`src/hw/rtl/i2c_master_bit_engine_macros.svh`:
```
// assertion helpers used by i2cm_engine.sv
`ifndef I2C_MASTER_BIT_ENGINE_MACROS_SVH
`define I2C_MASTER_BIT_ENGINE_MACROS_SVH

// same-cycle implication, sampled on the block clock
`define I2CM_ASSERT_SAME(label, ante, cons, msg) \
   label: assert property (@(posedge clock) disable iff (reset) (ante) |-> (cons)) \
      else $error(msg);

// next-cycle implication, sampled on the block clock
`define I2CM_ASSERT_NEXT(label, ante, cons, msg) \
   label: assert property (@(posedge clock) disable iff (reset) (ante) |=> (cons)) \
      else $error(msg);

`endif

```
`src/hw/rtl/i2cm_pkg.sv`:
```
package i2cm_pkg;

   typedef enum logic [2:0] {
      OP_START    = 3'd0,
      OP_STOP     = 3'd1,
      OP_WRITE    = 3'd2,
      OP_READ     = 3'd3,
      OP_ACK      = 3'd4,
      OP_NACK     = 3'd5,
      OP_WAIT_ACK = 3'd6,
      OP_RESERVED = 3'd7
   } op_type;

   // phase index within a command sequence
   localparam logic [2:0] STEP_FIRST  = 3'd0;
   localparam logic [2:0] STEP_SECOND = 3'd1;
   localparam logic [2:0] STEP_THIRD  = 3'd2;
   localparam logic [2:0] STEP_FOURTH = 3'd3;
   localparam logic [2:0] STEP_FIFTH  = 3'd4;

   localparam logic [7:0] PHASE_TICKS_RESET = 8'd10;
   localparam logic [3:0] BYTE_BITS         = 4'd8;

   typedef struct packed {
      logic       cmd_valid;
      logic [2:0] op;
      logic [7:0] wr_byte;
      logic       sda_in;
   } item_type;

   typedef struct packed {
      logic       scl_out;
      logic       sda_out;
      logic       busy_res;
      logic       done_res;
      logic [7:0] rd_byte;
      logic       ack_bit;
   } result_type;

   typedef struct packed {
      logic scl;
      logic sda;
   } pins_type;

   // pin levels set on entry to a phase
   function automatic pins_type phase_pins(op_type cmd, logic [2:0] step,
                                           logic data_msb, pins_type cur);
      pins_type p;
      p = cur;
      case (cmd)
         OP_START: begin
            if (step == STEP_FIRST) begin
               p.scl = 1'b1;
               p.sda = 1'b1;
            end else if (step == STEP_SECOND) begin
               p.sda = 1'b0;
            end else begin
               p.scl = 1'b0;
            end
         end
         OP_STOP: begin
            if (step == STEP_FIRST) begin
               p.scl = 1'b1;
               p.sda = 1'b0;
            end else begin
               p.sda = 1'b1;
            end
         end
         OP_WRITE: begin
            if (step == STEP_FIRST) p.sda = data_msb;
            else if (step == STEP_SECOND) p.scl = 1'b1;
            else if (step == STEP_THIRD) p.scl = 1'b0;
            else p.sda = 1'b1;
         end
         OP_ACK, OP_NACK: begin
            if (step == STEP_FIRST) p.sda = (cmd == OP_NACK);
            else if (step == STEP_SECOND) p.scl = 1'b1;
            else if (step == STEP_THIRD) p.scl = 1'b0;
            else p.sda = 1'b1;
         end
         default: begin
            // read byte and wait ack: release both, then pull scl low
            if (step == STEP_FIRST) begin
               p.scl = 1'b1;
               p.sda = 1'b1;
            end else begin
               p.scl = 1'b0;
            end
         end
      endcase
      return p;
   endfunction

   // phase count of the fixed-length commands
   function automatic logic [2:0] last_step(op_type cmd);
      logic [2:0] n;
      case (cmd)
         OP_START:    n = STEP_FOURTH;
         OP_STOP:     n = STEP_THIRD;
         OP_ACK:      n = STEP_FIFTH;
         OP_WAIT_ACK: n = STEP_THIRD;
         default:     n = STEP_FOURTH;
      endcase
      return n;
   endfunction

endpackage

```
`src/hw/rtl/i2cm_if.sv`:
```
interface i2cm_req_if;
   logic       valid;
   logic       ready;
   logic       cmd_valid;
   logic [2:0] op;
   logic [7:0] wr_byte;
   logic       sda_in;

   modport source (output valid, cmd_valid, op, wr_byte, sda_in, input ready);
   modport sink (input valid, cmd_valid, op, wr_byte, sda_in, output ready);
endinterface

interface i2cm_rsp_if;
   logic       valid;
   logic       ready;
   logic       scl_out;
   logic       sda_out;
   logic       busy_res;
   logic       done_res;
   logic [7:0] rd_byte;
   logic       ack_bit;

   modport source (output valid, scl_out, sda_out, busy_res, done_res, rd_byte, ack_bit,
                   input ready);
   modport sink (input valid, scl_out, sda_out, busy_res, done_res, rd_byte, ack_bit,
                 output ready);
endinterface

```
`src/hw/rtl/i2cm_engine.sv`:
```
`include "i2c_master_bit_engine_macros.svh"

module i2cm_engine (
   input  logic                 clock,
   input  logic                 reset,
   input  logic                 advance,
   input  i2cm_pkg::item_type   item,
   input  logic [7:0]           phase_ticks,
   output i2cm_pkg::result_type result
);
   import i2cm_pkg::*;

   op_type     cmd_ff, cmd_in, item_op;
   logic [2:0] step_ff, step_in, step_inc;
   logic [3:0] bit_ff, bit_in, bit_inc;
   logic [7:0] shift_ff, shift_in;
   logic [7:0] tick_ff, tick_in, tick_dec, tick_load;
   pins_type   pins_ff, pins_in;
   logic       ack_ff, ack_in;
   logic [7:0] rd_ff, rd_in;
   logic       busy_ff, busy_in;
   logic       done, enter, finish;

   assign item_op   = op_type'(item.op);
   assign step_inc  = step_ff + 3'd1;
   assign bit_inc   = bit_ff + 4'd1;
   assign tick_dec  = tick_ff - 8'd1;
   assign tick_load = (phase_ticks == 8'd0) ? 8'd1 : phase_ticks;

   always_comb begin
      cmd_in   = cmd_ff;
      step_in  = step_ff;
      bit_in   = bit_ff;
      shift_in = shift_ff;
      tick_in  = tick_ff;
      pins_in  = pins_ff;
      ack_in   = ack_ff;
      rd_in    = rd_ff;
      busy_in  = busy_ff;
      done     = 1'b0;
      enter    = 1'b0;
      finish   = 1'b0;
      if (!busy_ff) begin
         if (item.cmd_valid && item_op != OP_RESERVED) begin
            cmd_in   = item_op;
            step_in  = STEP_FIRST;
            bit_in   = 4'd0;
            shift_in = (item_op == OP_WRITE) ? item.wr_byte : 8'd0;
            busy_in  = 1'b1;
            enter    = 1'b1;
         end
      end else begin
         tick_in = tick_dec;
         if (tick_dec == 8'd0) begin
            case (cmd_ff)
               OP_WRITE: begin
                  if (step_ff == STEP_THIRD) begin
                     shift_in = {shift_ff[6:0], 1'b0};
                     bit_in   = bit_inc;
                     step_in  = (bit_inc < BYTE_BITS) ? STEP_FIRST : STEP_FOURTH;
                  end else if (step_ff == STEP_FOURTH) begin
                     finish = 1'b1;
                  end else begin
                     step_in = step_inc;
                  end
               end
               OP_READ: begin
                  if (step_ff == STEP_FIRST) begin
                     // sample on the last tick of the scl-high phase
                     shift_in = {shift_ff[6:0], item.sda_in};
                     step_in  = STEP_SECOND;
                  end else begin
                     bit_in = bit_inc;
                     if (bit_inc < BYTE_BITS) begin
                        step_in = STEP_FIRST;
                     end else begin
                        rd_in  = shift_ff;
                        finish = 1'b1;
                     end
                  end
               end
               default: begin
                  if (cmd_ff == OP_WAIT_ACK && step_ff == STEP_FIRST) ack_in = item.sda_in;
                  if (step_inc >= last_step(cmd_ff)) finish = 1'b1;
                  else step_in = step_inc;
               end
            endcase
            if (finish) begin
               busy_in = 1'b0;
               done    = 1'b1;
               step_in = STEP_FIRST;
            end else begin
               enter = 1'b1;
            end
         end
      end
      if (enter) begin
         pins_in = phase_pins(cmd_in, step_in, shift_in[7], pins_ff);
         tick_in = tick_load;
      end
   end

   always_ff @(posedge clock) begin
      if (reset) begin
         cmd_ff   <= OP_START;
         step_ff  <= STEP_FIRST;
         bit_ff   <= 4'd0;
         shift_ff <= 8'd0;
         tick_ff  <= 8'd0;
         pins_ff  <= '{scl: 1'b1, sda: 1'b1};
         ack_ff   <= 1'b0;
         rd_ff    <= 8'd0;
         busy_ff  <= 1'b0;
      end else if (advance) begin
         cmd_ff   <= cmd_in;
         step_ff  <= step_in;
         bit_ff   <= bit_in;
         shift_ff <= shift_in;
         tick_ff  <= tick_in;
         pins_ff  <= pins_in;
         ack_ff   <= ack_in;
         rd_ff    <= rd_in;
         busy_ff  <= busy_in;
      end
   end

   assign result.scl_out  = pins_in.scl;
   assign result.sda_out  = pins_in.sda;
   assign result.busy_res = busy_in;
   assign result.done_res = done;
   assign result.rd_byte  = rd_in;
   assign result.ack_bit  = ack_in;

   `I2CM_ASSERT_SAME(a_busy_tick, busy_ff, tick_ff != 8'd0, "busy with empty phase counter")
   `I2CM_ASSERT_SAME(a_idle_step, !busy_ff, step_ff == STEP_FIRST, "idle engine off first phase")
   `I2CM_ASSERT_SAME(a_bit_range, busy_ff, bit_ff <= BYTE_BITS, "bit counter past a byte")
   `I2CM_ASSERT_NEXT(a_start_busy,
      advance && !busy_ff && item.cmd_valid && item_op != OP_RESERVED,
      busy_ff, "accepted command did not start")
endmodule

```
`src/hw/rtl/i2c_master_bit_engine.sv`:
```
// channel    dir  handshake            payload
// req_chan   in   valid / ready        cmd_valid, op, wr_byte, sda_in
// rsp_chan   out  valid / ready        scl_out, sda_out, busy_res, done_res, rd_byte, ack_bit
// csr_*      in   csr_valid/csr_ready  csr_wdata (phase_ticks)
//
// one item is one tick of the bit engine; one item in, one result out, one per cycle while rsp_chan does not stall
// an item is held in the input register until the engine steps on it, then its result is registered
// the engine state and the result register update together, so items chain back to back
// reset is synchronous, engine comes up idle with both lines released, phase_ticks = 10
// a stalled rsp_chan holds the result; one more item is still taken into the input register

module i2c_master_bit_engine (
   input  logic        clock,
   input  logic        reset,
   i2cm_req_if.sink    req_chan,
   i2cm_rsp_if.source  rsp_chan,
   input  logic        csr_valid,
   output logic        csr_ready,
   input  logic [7:0]  csr_wdata
);
   import i2cm_pkg::*;

   logic       item_valid_ff, item_valid_in;
   item_type   item_ff, item_in;
   logic       rsp_valid_ff, rsp_valid_in;
   result_type result_ff, result;
   logic [7:0] phase_ticks_ff;
   logic       out_free, advance, req_accept;

   // output register free when empty or being drained this cycle
   assign out_free       = !rsp_valid_ff || rsp_chan.ready;
   // engine steps when the input register holds an item and the result can move on
   assign advance        = item_valid_ff && out_free;
   assign req_chan.ready = !item_valid_ff || out_free;
   assign req_accept     = req_chan.valid && req_chan.ready;
   assign csr_ready      = 1'b1;

   assign item_in.cmd_valid = req_chan.cmd_valid;
   assign item_in.op        = req_chan.op;
   assign item_in.wr_byte   = req_chan.wr_byte;
   assign item_in.sda_in    = req_chan.sda_in;

   assign item_valid_in = req_accept ? 1'b1 : (advance ? 1'b0 : item_valid_ff);
   assign rsp_valid_in  = advance ? 1'b1 : (rsp_chan.ready ? 1'b0 : rsp_valid_ff);

   // control state and the timing register
   always_ff @(posedge clock) begin
      if (reset) begin
         item_valid_ff  <= 1'b0;
         rsp_valid_ff   <= 1'b0;
         phase_ticks_ff <= PHASE_TICKS_RESET;
      end else begin
         item_valid_ff <= item_valid_in;
         rsp_valid_ff  <= rsp_valid_in;
         if (csr_valid) phase_ticks_ff <= csr_wdata;
      end
   end

   // payload registers, no reset needed
   always_ff @(posedge clock) begin
      if (req_accept) item_ff <= item_in;
      if (advance) result_ff <= result;
   end

   // scl/sda phase sequencer, one tick per advance
   i2cm_engine u_engine (
      .clock       (clock),
      .reset       (reset),
      .advance     (advance),
      .item        (item_ff),
      .phase_ticks (phase_ticks_ff),
      .result      (result)
   );

   assign rsp_chan.valid    = rsp_valid_ff;
   assign rsp_chan.scl_out  = result_ff.scl_out;
   assign rsp_chan.sda_out  = result_ff.sda_out;
   assign rsp_chan.busy_res = result_ff.busy_res;
   assign rsp_chan.done_res = result_ff.done_res;
   assign rsp_chan.rd_byte  = result_ff.rd_byte;
   assign rsp_chan.ack_bit  = result_ff.ack_bit;
endmodule

```
`src/flat_wrapper.sv`:
```
// flat-port wrapper written by rule: the top's interface ports become plain ports
module i2c_master_bit_engine_flat import i2cm_pkg::*;
  (clock, reset, csr_valid, csr_ready, csr_wdata, req_chan_valid, req_chan_cmd_valid, req_chan_op, req_chan_wr_byte, req_chan_sda_in, req_chan_ready, rsp_chan_valid, rsp_chan_scl_out, rsp_chan_sda_out, rsp_chan_busy_res, rsp_chan_done_res, rsp_chan_rd_byte, rsp_chan_ack_bit, rsp_chan_ready);
  i2cm_req_if req_chan_i ();
  i2cm_rsp_if rsp_chan_i ();
  input  logic clock;
  input  logic reset;
  input  logic csr_valid;
  output logic csr_ready;
  input  logic [7:0] csr_wdata;
  input wire logic [$bits(req_chan_i.valid)-1:0] req_chan_valid;
  input wire logic [$bits(req_chan_i.cmd_valid)-1:0] req_chan_cmd_valid;
  input wire logic [$bits(req_chan_i.op)-1:0] req_chan_op;
  input wire logic [$bits(req_chan_i.wr_byte)-1:0] req_chan_wr_byte;
  input wire logic [$bits(req_chan_i.sda_in)-1:0] req_chan_sda_in;
  output wire logic [$bits(req_chan_i.ready)-1:0] req_chan_ready;
  output wire logic [$bits(rsp_chan_i.valid)-1:0] rsp_chan_valid;
  output wire logic [$bits(rsp_chan_i.scl_out)-1:0] rsp_chan_scl_out;
  output wire logic [$bits(rsp_chan_i.sda_out)-1:0] rsp_chan_sda_out;
  output wire logic [$bits(rsp_chan_i.busy_res)-1:0] rsp_chan_busy_res;
  output wire logic [$bits(rsp_chan_i.done_res)-1:0] rsp_chan_done_res;
  output wire logic [$bits(rsp_chan_i.rd_byte)-1:0] rsp_chan_rd_byte;
  output wire logic [$bits(rsp_chan_i.ack_bit)-1:0] rsp_chan_ack_bit;
  input wire logic [$bits(rsp_chan_i.ready)-1:0] rsp_chan_ready;
  assign req_chan_i.valid = req_chan_valid;
  assign req_chan_i.cmd_valid = req_chan_cmd_valid;
  assign req_chan_i.op = req_chan_op;
  assign req_chan_i.wr_byte = req_chan_wr_byte;
  assign req_chan_i.sda_in = req_chan_sda_in;
  assign req_chan_ready = req_chan_i.ready;
  assign rsp_chan_valid = rsp_chan_i.valid;
  assign rsp_chan_scl_out = rsp_chan_i.scl_out;
  assign rsp_chan_sda_out = rsp_chan_i.sda_out;
  assign rsp_chan_busy_res = rsp_chan_i.busy_res;
  assign rsp_chan_done_res = rsp_chan_i.done_res;
  assign rsp_chan_rd_byte = rsp_chan_i.rd_byte;
  assign rsp_chan_ack_bit = rsp_chan_i.ack_bit;
  assign rsp_chan_i.ready = rsp_chan_ready;
  i2c_master_bit_engine u_core (.clock(clock), .reset(reset), .req_chan(req_chan_i), .rsp_chan(rsp_chan_i), .csr_valid(csr_valid), .csr_ready(csr_ready), .csr_wdata(csr_wdata));
endmodule
```
`config.mk`:
```
export PLATFORM = sky130hd
export DESIGN_NAME = i2c_master_bit_engine_flat
export DESIGN_NICKNAME = d
export VERILOG_FILES = /design/src/hw/rtl/i2cm_pkg.sv /design/src/hw/rtl/i2cm_if.sv /design/src/hw/rtl/i2cm_engine.sv /design/src/hw/rtl/i2c_master_bit_engine.sv /design/src/flat_wrapper.sv
export VERILOG_INCLUDE_DIRS = /design/src /design/src/hw/rtl
export SDC_FILE = /design/constraint.sdc
export NUM_CORES = 1
export LEC_CHECK = 0
export BUFFER_PORTS_ARGS = -buffer_cell sky130_fd_sc_hd__buf_2
export CORE_UTILIZATION = 59
export DETAILED_ROUTE_END_ITERATION = 10
export PLACE_DENSITY = 0.8
export SYNTH_ARGS = -nofsm -noshare
export SYNTH_HDL_FRONTEND = slang
export SYNTH_SLANG_ARGS = --single-unit
```
`constraint.sdc`:
```
create_clock -name clock -period 3.3 [get_ports clock]
set_input_delay 0.33 -clock clock [delete_from_list [all_inputs] [get_ports clock]]
set_output_delay 0.33 -clock clock [all_outputs]
set_load 0.02 [all_outputs]
```
==> run metrics <==
Clock Latency Late Sink=0.36 ns; Slowest-stage cell, CP=dfxtp_1; vias in the first global route=2966; diode count=0; Yosys top cell by area=dfxtp_1; Max Clock Freq=0.321 GHz; CP required=3.40 ns; area share of and/or/nand/nor cells after synthesis=21.1%; Max Slew Vio Count=0; Placed Cells=539; CTS tree=built; syn avg cell area=8.85 um2; Synth top cells by count=59 x nor2_1, 52 x a21oi_1, 49 x nand2_1; die height=82.6 um; Max-Cap Viols=0; Iter 0 DRT Violations=193; fraction of layout cells with a size suffix above 1=17.9%; Netlist Area Pre-Place=3830 um2; Max VDD drop=0.354 mV; status=finished, final reports clean; synthesis-stage register bit count=74; Final Critical Period=3.12 ns; synth top area cells=dfxtp_1 25%, edfxtp_1 20%, a21oi_1 6.8%, nor2_1 5.8%, nand2_1 4.8%; R2R Path End=u_core.rsp_chan.scl_out; die footprint=6820 um2; syn_nets=470; crit path max fanout=5; Slew HR=39.4%; routed wire length=8.60 mm; clk_skew=0.0118 ns; Sink Count=74; grt ovf=0; clock-pin slew on the worst setup and hold paths=0.09 ns; Synth Area in Compound Gates=18.8%; Synth Area in Adders=3.85%; setup bufs post-CTS=0; Post-synth EDFFs=26; max incr delay on CP=0.32 ns; Worst Hold Depth=1; HP Start=req_chan_wr_byte[6]; most frequent CP cell=ha_1; ys flop type=dfxtp_1; Routed wire per std cell=15.5 um; mux cell area share after synthesis=5.59%; Hold Path Class=in2reg; Post-DRT Antenna Nets=0; depth of the most critical reg-to-reg path=13; crit-path cells=ha_1 > ha_1 > inv_1 > ha_1 > a21o_1 > a31oi_2 > nand3_1 > o21ai_0 > a32oi_1 > nor4_1 > a2111oi_1 > nor3_1 > o22ai_1; drt first pass iters=5; dpl cell area=4110 um2; Synth cell types=55; most common cell in the netlist=nor2_1; Post-route DRC=0; Final TNS setup=0 ns; pwr/cell area=473 nW/um2; layout overhead on the synthesized area=13.4%; Max Buffers Root-to-Sink=2; Die Wd=82.6 um; Setup CP Type=reg2reg; Yosys warnings=0; final core occ=71.3%; r2r setup slk=0.18 ns; Clock Tree Root=clkbuf_8; reg-to-reg critical path startpoint=u_core.u_engine.step_ff[0]; worst-margin pin slew=0.908 ns; Post-layout nets=512; total CTS buffers=9; GR Util All Layers=27.1%; LEAKAGE=0.00167 uW; Via density=6.03; largest net degree at the start of global routing=50; CP Data Arrival Time=3.21 ns; PortBufs=40; Post-Synth XOR/XNOR Area=1.14%; RSZ-0062 raised after global routing=no; initial antenna violation count=0; worst hold endpoint=u_core.item_ff[7]; Worst Setup Start Kind=flip-flop; Initial Utilization=62.8%; via count=3347; final worst path period share=94.5%; # setup viols final=0; CORE AREA=6100 um2; # rows=28; Synth async-reset ratio=0%; Syn Inst Count=433; number of cells upsized or downsized after cts=0; Routability Congestion=0.918; largest family of logic cells by synthesized area=simple AND/OR/NAND/NOR gates; H-tree levels=3; non-filler cells, final=555; Final Cell Area=4340 um2; hpwl dp=5.80 mm; share of the synthesized area in the top cell type=25.1%; first-pass GRT wire length=13.6 mm; cts hold-fix bufs=0; Hold Fails Final Rpt=0; register area share after synthesis=45.5%; I/O pin cnt=42; crit path capture type=flip-flop
[cell type report]
cell class,count,area (um2)
timing repair buffer,53,298
clock inverter,6,71.3
tap,75,93.8
fill,477,1750
inverter,12,45.0
multi-input combinational,325,1950
sequential,74,1740
clock buffer,10,149
[worst max-delay path, delay by kind of cell, from the launching register on]
family | cells | cell delay, ns
compound gates | 6 | 1.02
fa+ha+maj | 3 | 0.83
buf+inv | 1 | 0.05
flops | 1 | 0.32
simple gates | 3 | 0.63
[stage by stage]
stage	worst slack [ns]	hold WS, ns	power, uW
2_1_floorplan	0.259	0.429	1220
3_3_place_gp	0.186	0.439	1290
3_5_place_dp	0.114	0.447	1300
4_1_cts	0.0815	0.128	2060
5_1_grt	0.0132	0.129	2130
6_report	0.183	0.136	2050
[state kept, by name, indices dropped and copies added (netlist names), 2 cells and up]
signal                    flops
u_core.u_engine.rd_ff         8
u_core.rsp_chan.rd_byte       8
u_core.u_engine.shift_ff      8
u_core.u_engine.tick_ff       8
u_core.u_engine.cmd_ff        3
u_core.u_engine.step_ff       3
u_core.item_ff               13
u_core.u_engine.bit_ff        4
u_core.u_engine.pins_ff       2
u_core.phase_ticks_ff         8
[layer usage]
metal  track usage [%]  wire [um]
met1              35.5       3940
met2              42.7       3970
met3              6.70        499
met4              11.0        181
met5                 0          0
[power by group]
part,switching (uW),internal (uW)
Clock,365,403
Combinational,170,108
Sequential,28.4,980
[how the worst max path moves through the flow]
stage	endpoint	slack (ns)	start
floorplan	u_core.rsp_chan.scl_out	0.26	u_core.u_engine.step_ff[0]
global placement	u_core.rsp_chan.scl_out	0.19	u_core.u_engine.step_ff[0]
detailed placement	u_core.rsp_chan.scl_out	0.11	u_core.u_engine.step_ff[0]
CTS	u_core.rsp_chan.scl_out	0.08	u_core.u_engine.step_ff[0]
global route	u_core.rsp_chan.scl_out	0.01	u_core.u_engine.step_ff[0]
finish	u_core.rsp_chan.scl_out	0.18	u_core.u_engine.step_ff[0]
[layout by cell type (no fill, tap or decap), types with 12 or more instances in the layout]
| cell | synthesis | routed |
|---|---|---|
| nor2_1 | 59 | 59 |
| dfxtp_1 | 48 | 48 |
| buf_4 | 3 | 13 |
| buf_2 | 5 | 40 |
| inv_1 | 12 | 12 |
| o21ai_0 | 18 | 17 |
| nand2_1 | 49 | 48 |
| a21oi_1 | 52 | 52 |
| edfxtp_1 | 26 | 26 |
[kinds of logic after synthesis]
logic type               count (synthesis)
AND/OR/NAND/NOR                        169
AO/OA/AOI/OAI                          118
flip-flops                              74
buffers and inverters                   34
multiplexers                            20
adder cells (fa/ha/maj)                 12
XOR/XNOR                                 5
other                                    1
(Power assumes the default switching activity.)
